File: src/sv/gwsc_pkg.sv
// Shared constants, types and the pattern compare for the grid word search counter.
package gwsc_pkg;

  localparam int CHAR_W      = 8;
  localparam int PAT_LEN     = 4;
  localparam int PAT_W       = 32;
  localparam int HIST_D      = PAT_LEN - 1;
  localparam int HIST_W      = CHAR_W * HIST_D;
  localparam int ROWS_W      = $clog2(PAT_LEN);
  localparam int PRIME_W     = $clog2(HIST_D + 1);
  localparam int HIT_W       = $clog2(4 * 2 + 1);
  localparam int TOTAL_W     = 24;
  localparam int ROW_LEN_W   = 9;
  localparam int APB_DATA_W  = 32;
  localparam int APB_ADDR_W  = 3;
  localparam int REG_IDX_BIT = 2;

  localparam logic [TOTAL_W-1:0]   TOTAL_CEIL    = 24'hFFFFFF;
  localparam logic [PAT_W-1:0]     PATTERN_RESET = 32'h584D4153;
  localparam logic [ROW_LEN_W-1:0] ROW_LEN_RESET = 9'd256;

  typedef enum logic {
    REG_PATTERN = 1'b0,
    REG_ROW_LEN = 1'b1
  } reg_idx_t;

  typedef logic [PAT_LEN-1:0][CHAR_W-1:0] seq_t;

  typedef struct packed {
    logic step;
    logic grid_end;
    logic restart;
  } hist_ctl_t;

  typedef struct packed {
    logic                           primed;
    logic [HIST_W-1:0]              cur;
    logic [HIST_D-1:0][CHAR_W-1:0]  anti;
    logic                           col_ge;
    logic                           anti_ok;
    logic                           row_wrap;
  } hist_view_t;

  // 0, 1 or 2: forward and backward hits of one run (first char in the top byte)
  function automatic logic [1:0] judge(input seq_t seq, input logic [PAT_W-1:0] pat);
    logic fwd;
    logic bwd;
    fwd = 1'b1;
    bwd = 1'b1;
    for (int i = 0; i < PAT_LEN; i++) begin
      if (seq[i] != pat[CHAR_W*(PAT_LEN-1-i) +: CHAR_W]) fwd = 1'b0;
      if (seq[i] != pat[CHAR_W*i +: CHAR_W]) bwd = 1'b0;
    end
    return {1'b0, fwd} + {1'b0, bwd};
  endfunction

endpackage

File: src/sv/gwsc_cfg.sv
// APB register file: pattern characters and row length, with the effective row length.
module gwsc_cfg #(
  parameter int MAX_ROW_LENGTH = 256
) (
  input  logic                              clk,
  input  logic                              rst,
  input  logic                              psel,
  input  logic                              penable,
  input  logic                              pwrite,
  input  logic [gwsc_pkg::APB_ADDR_W-1:0]   paddr,
  input  logic [gwsc_pkg::APB_DATA_W-1:0]   pwdata,
  output logic [gwsc_pkg::APB_DATA_W-1:0]   prdata,
  output logic                              pready,
  output logic [gwsc_pkg::PAT_W-1:0]        pattern,
  output logic [$clog2(MAX_ROW_LENGTH+1)-1:0] len_eff,
  output logic                              len_write
);
  import gwsc_pkg::*;

  localparam int LW   = $clog2(MAX_ROW_LENGTH + 1);
  localparam int CMPW = (LW > ROW_LEN_W) ? LW : ROW_LEN_W;

  logic [ROW_LEN_W-1:0] row_length;
  logic [CMPW-1:0]      rl_x;
  logic                 wr;
  reg_idx_t             idx;

  assign pready    = 1'b1;
  assign idx       = reg_idx_t'(paddr[REG_IDX_BIT]);
  assign wr        = psel && penable && pwrite && pready;
  assign len_write = wr && (idx == REG_ROW_LEN);

  always_ff @(posedge clk) begin
    if (rst) begin
      pattern    <= PATTERN_RESET;
      row_length <= ROW_LEN_RESET;
    end else if (wr) begin
      case (idx)
        REG_PATTERN: pattern    <= pwdata[PAT_W-1:0];
        REG_ROW_LEN: row_length <= pwdata[ROW_LEN_W-1:0];
        default:     ;
      endcase
    end
  end

  always_comb begin
    case (idx)
      REG_PATTERN: prdata = APB_DATA_W'(pattern);
      REG_ROW_LEN: prdata = APB_DATA_W'(row_length);
      default:     prdata = '0;
    endcase
  end

  // zero or oversize lengths fall back to the maximum
  always_comb begin
    rl_x = CMPW'(row_length);
    if (rl_x == '0 || rl_x > CMPW'(MAX_ROW_LENGTH)) begin
      len_eff = LW'(MAX_ROW_LENGTH);
    end else begin
      len_eff = LW'(rl_x);
    end
  end

endmodule

File: config.mk
export PLATFORM = sky130hd
export DESIGN_NAME = gwsc_cfg
export DESIGN_NICKNAME = d
export VERILOG_FILES = /design/src/sv/gwsc_pkg.sv /design/src/sv/gwsc_cfg.sv
export SDC_FILE = /design/constraint.sdc
export NUM_CORES = 1
export LEC_CHECK = 0
export BUFFER_PORTS_ARGS = -buffer_cell sky130_fd_sc_hd__buf_2
export CORE_AREA = 3 3 99 54
export CTS_CLUSTER_SIZE = 25
export DETAILED_ROUTE_END_ITERATION = 8
export DIE_AREA = 0 0 102 57
export PLACE_DENSITY = 0.9
export SETUP_SLACK_MARGIN = 0.02
export SYNTH_ARGS = -nofsm -noshare
export SYNTH_HDL_FRONTEND = slang
export SYNTH_SLANG_ARGS = --single-unit
File: constraint.sdc
create_clock -name clk -period 2.37 [get_ports clk]
set_clock_uncertainty 0.2 [all_clocks]
set_input_delay 0.1185 -clock clk [delete_from_list [all_inputs] [get_ports clk]]
set_output_delay 0.1185 -clock clk [all_outputs]
set_load 0.01 [all_outputs]
==> metrics.md <==
| Metric | Value |
|---|---|
| Switching part of the total | `0.224` |
| Number of register bits inferred by synthesis | `41` |
| Setup crit start kind | `flip-flop` |
| DIE HEIGHT | `57 um` |
| Total power divided by cell area | `516 nW/um^2` |
| Antenna violation net count after detailed routing | `0` |
| Fin crit period | `2000 ps` |
| Leakage power | `1.46 nW` |
| Type of destination of the critical path | `primary output` |
| Share of final-layout standard cells stronger than drive strength 1 | `0.371` |
| Post-cts gate resize count | `0` |
| Internal power of the cells | `1.25 mW` |
| Register area share after synthesis | `0.383` |
| Total via count after detailed routing | `2011` |
| I/O Buffers | `111` |
| Worst-case clock buffer depth | `2` |
| Number of I/O pins | `115` |
| Filler cell count | `334` |
| Number of DRC violations after detailed-routing iteration 0 | `55` |
| Part of the cycle the worst path needs | `0.843` |
| Required time worst endpoint | `2050 ps` |
| Average vias per placed instance | `4.78` |
| HPWL after DPL | `3.92 mm` |
| Crit Path Max Fanout | `6` |
| Share of power burned in combinational logic | `0.149` |
| Die Footprint | `5810 um^2` |
| Clock tree from TritonCTS | `yes` |
| Placed Instance Area | `2680 um^2` |
| TritonCTS sink count | `41` |
| GPL Wtd Cong | `0.715` |
| Syn_area_per_cell | `9.48 um^2` |
| Area taken by multi-input logic gates | `1180 um^2` |
| Post-Layout Cell Count | `421` |
| Count of final setup violators | `0` |
| Arrival time reported for the critical path endpoint | `1680 ps` |
| Syn nets | `267` |
| Peak supply drop | `0.292 mV` |
| Layout Utilization | `0.708` |
| Max-slew violations | `0` |
| Netlist Area Pre-Place | `2140 um^2` |
| Root cell of the clock tree | `sky130_fd_sc_hd__clkbuf_8` |
| Max-cap violations | `0` |
| Distinct cells, synth | `19` |
| Max Freq | `500 MHz` |
| Warnings from Yosys | `0` |
| Number of antenna repair diodes | `0` |
| Status | `complete, no violations` |
| Total instance count after detailed placement | `381` |
| Clk pwr share | `0.409` |
| Part of the power in registers | `0.443` |
| Cells after synthesis | `226` |
| First-pass DRT Iterations | `4` |
| GRT Overall Usage | `0.200` |
| Cts bufs inserted | `5` |
| Final routed wirelength across all metal layers | `5.65 mm` |
| DRC violations left | `0` |
| Fin nets | `404` |
| Pin count of the biggest net entering global routing | `32` |
| Switching power total | `0.363 mW` |
| Later-pin clock latency in the skew report | `280 ps` |
| Starting Density | `0.484` |
| Width of the die | `102 um` |
| Synthesis-to-finish area growth | `46.2%` |
| Post-route cell area | `3130 um^2` |
| Final Hold Violating Endpoints | `0` |
| Via count of the first global-routing pass | `2077` |
| Worst hold path type | `primary input to flip-flop` |
| Total number of H-tree levels | `2` |
| Grt total ovfl | `0` |
| Sequential standard cell area | `821 um^2` |
| Total negative slack | `0 ps` |
| Antenna violations before repair | `0` |
| Wire length of the first global-routing pass | `9.37 mm` |
| Floorplan row count | `17` |
| WL per Instance | `13.4 um` |
| Type of the worst setup path | `flip-flop to primary output` |
| Reg clk slew, reported paths | `90 ps` |
| RSZ-0062 raised after global routing | `no` |
| Placeable core area | `4420 um^2` |
==> worst max-delay path: stages (launching register included) <==
cell and delay (ps):
sky130_fd_sc_hd__dfxtp_1 360, sky130_fd_sc_hd__nor4_1 300, sky130_fd_sc_hd__nand2_1 90, sky130_fd_sc_hd__ha_1 370
sky130_fd_sc_hd__nor2b_1 130, sky130_fd_sc_hd__buf_2 140
==> worst paths after layout <==
kind	start	slack, ps	cells past startpoint	to
setup / recovery	rl_x[0]$_SDFFE_PP0P_	370	5	len_eff[0]
hold / removal	pwrite	80	3	rl_x[8]$_SDFFE_PP1P_
setup reg to reg	rl_x[0]$_SDFFE_PP0P_	1460	2	rl_x[0]$_SDFFE_PP0P_
hold reg to reg	pattern[10]$_SDFFE_PP0P_	290	2	pattern[10]$_SDFFE_PP0P_
==> sequential cells by signal, summed over array words and instances, names as in the netlist <==
name,cells
pattern,32
rl_x,9
==> layer usage <==
metal	GRT usage	wire [um]	part of all wire
met1	0.215	2150	0.38
met2	0.381	3110	0.55
met3	0.0452	222	0.039
met4	0.0748	155	0.027
met5	0	0	0
==> cell type report <==
class                           count  share of cell area
Sequential cell                    41               0.262
Timing Repair Buffer              147               0.293
Clock buffer                        5              0.0220
Multi-Input combinational cell    165               0.376
Clock inverter                      3              0.0208
Inverter                            3             0.00360
Tap cell                           57              0.0228
==> what timing repair did <==
item | CTS | global route
buffers inserted | 0 | 0
hold buffers | 32 | 0
endpoints found under the hold margin | 41 | 0
==> cells in the mapped netlist <==
| library cell | count | area (um^2) |
|---|---|---|
| sky130_fd_sc_hd__ha_1 | 1 | 12.5 |
| sky130_fd_sc_hd__inv_1 | 2 | 7.51 |
| sky130_fd_sc_hd__mux2_2 | 9 | 101 |
| sky130_fd_sc_hd__mux2i_1 | 41 | 410 |
| sky130_fd_sc_hd__clkbuf_1 | 8 | 30.0 |
| sky130_fd_sc_hd__nand4_2 | 1 | 12.5 |
| sky130_fd_sc_hd__nor2b_1 | 31 | 194 |
| sky130_fd_sc_hd__buf_12 | 3 | 60.1 |
| sky130_fd_sc_hd__buf_4 | 1 | 7.51 |
| sky130_fd_sc_hd__buf_6 | 2 | 22.5 |
| sky130_fd_sc_hd__buf_2 | 3 | 15.0 |
| sky130_fd_sc_hd__conb_1 | 1 | 3.75 |
| sky130_fd_sc_hd__nand2b_1 | 50 | 313 |
| sky130_fd_sc_hd__nor4_1 | 2 | 12.5 |
| sky130_fd_sc_hd__nand2_1 | 1 | 3.75 |
| sky130_fd_sc_hd__nor2_1 | 27 | 101 |
| sky130_fd_sc_hd__dfxtp_1 | 41 | 821 |
| sky130_fd_sc_hd__inv_2 | 1 | 3.75 |
| sky130_fd_sc_hd__and4b_1 | 1 | 10.0 |
==> power by group through the flow <==
stage / logic (mW) / registers (mW) / clock network (mW)
detailed placement: 0.198 / 0.732 / 0
global placement: 0.193 / 0.730 / 0
CTS: 0.240 / 0.715 / 0.674
floorplan: 0.120 / 0.735 / 0
global route: 0.265 / 0.718 / 0.697
finish: 0.241 / 0.716 / 0.661
==> placed cells by master (no fill, tap or decap) <==
cell type                       Yosys  layout
sky130_fd_sc_hd__nor4_1             2       2
sky130_fd_sc_hd__inv_1              2       2
sky130_fd_sc_hd__inv_2              1       1
sky130_fd_sc_hd__buf_4              1       3
sky130_fd_sc_hd__nand4_2            1       1
sky130_fd_sc_hd__buf_12             3       1
sky130_fd_sc_hd__and4b_2            0       1
sky130_fd_sc_hd__nor2_1            27      27
sky130_fd_sc_hd__dfxtp_1           41      41
sky130_fd_sc_hd__bufinv_16          0       2
sky130_fd_sc_hd__clkinv_2           0       1
sky130_fd_sc_hd__buf_2              3     111
sky130_fd_sc_hd__dlygate4sd3_1      0      32
sky130_fd_sc_hd__nand2_1            1       1
sky130_fd_sc_hd__mux2_2             9       9
sky130_fd_sc_hd__nand2b_1          50      50
sky130_fd_sc_hd__nor2b_1           31      31
sky130_fd_sc_hd__clkbuf_8           0       5
sky130_fd_sc_hd__conb_1             1       1
sky130_fd_sc_hd__mux2i_1           41      41
sky130_fd_sc_hd__ha_1               1       1
==> kinds of logic (layout without fill, tap and decap cells) <==
logic type	count (synthesis)	after routing	synth area share
AND/OR/NAND/NOR	113	113	0.302
multiplexers	50	50	0.239
flip-flops	41	41	0.383
buffers and inverters	20	158	0.0683
adder cells (fa/ha/maj)	1	1	0.00584
other	1	1	0.00175
==> stage by stage <==
stage	setup slack, ps	power (mW)	hold WS (ps)
after floorplan	876	0.855	73.3
after global placement	675	0.923	175
after detailed placement	651	0.930	189
after CTS	363	1.63	76.0
after global routing	224	1.68	87.5
final	372	1.62	82.4
No activity file was read; power rests on OpenSTA's default activity.
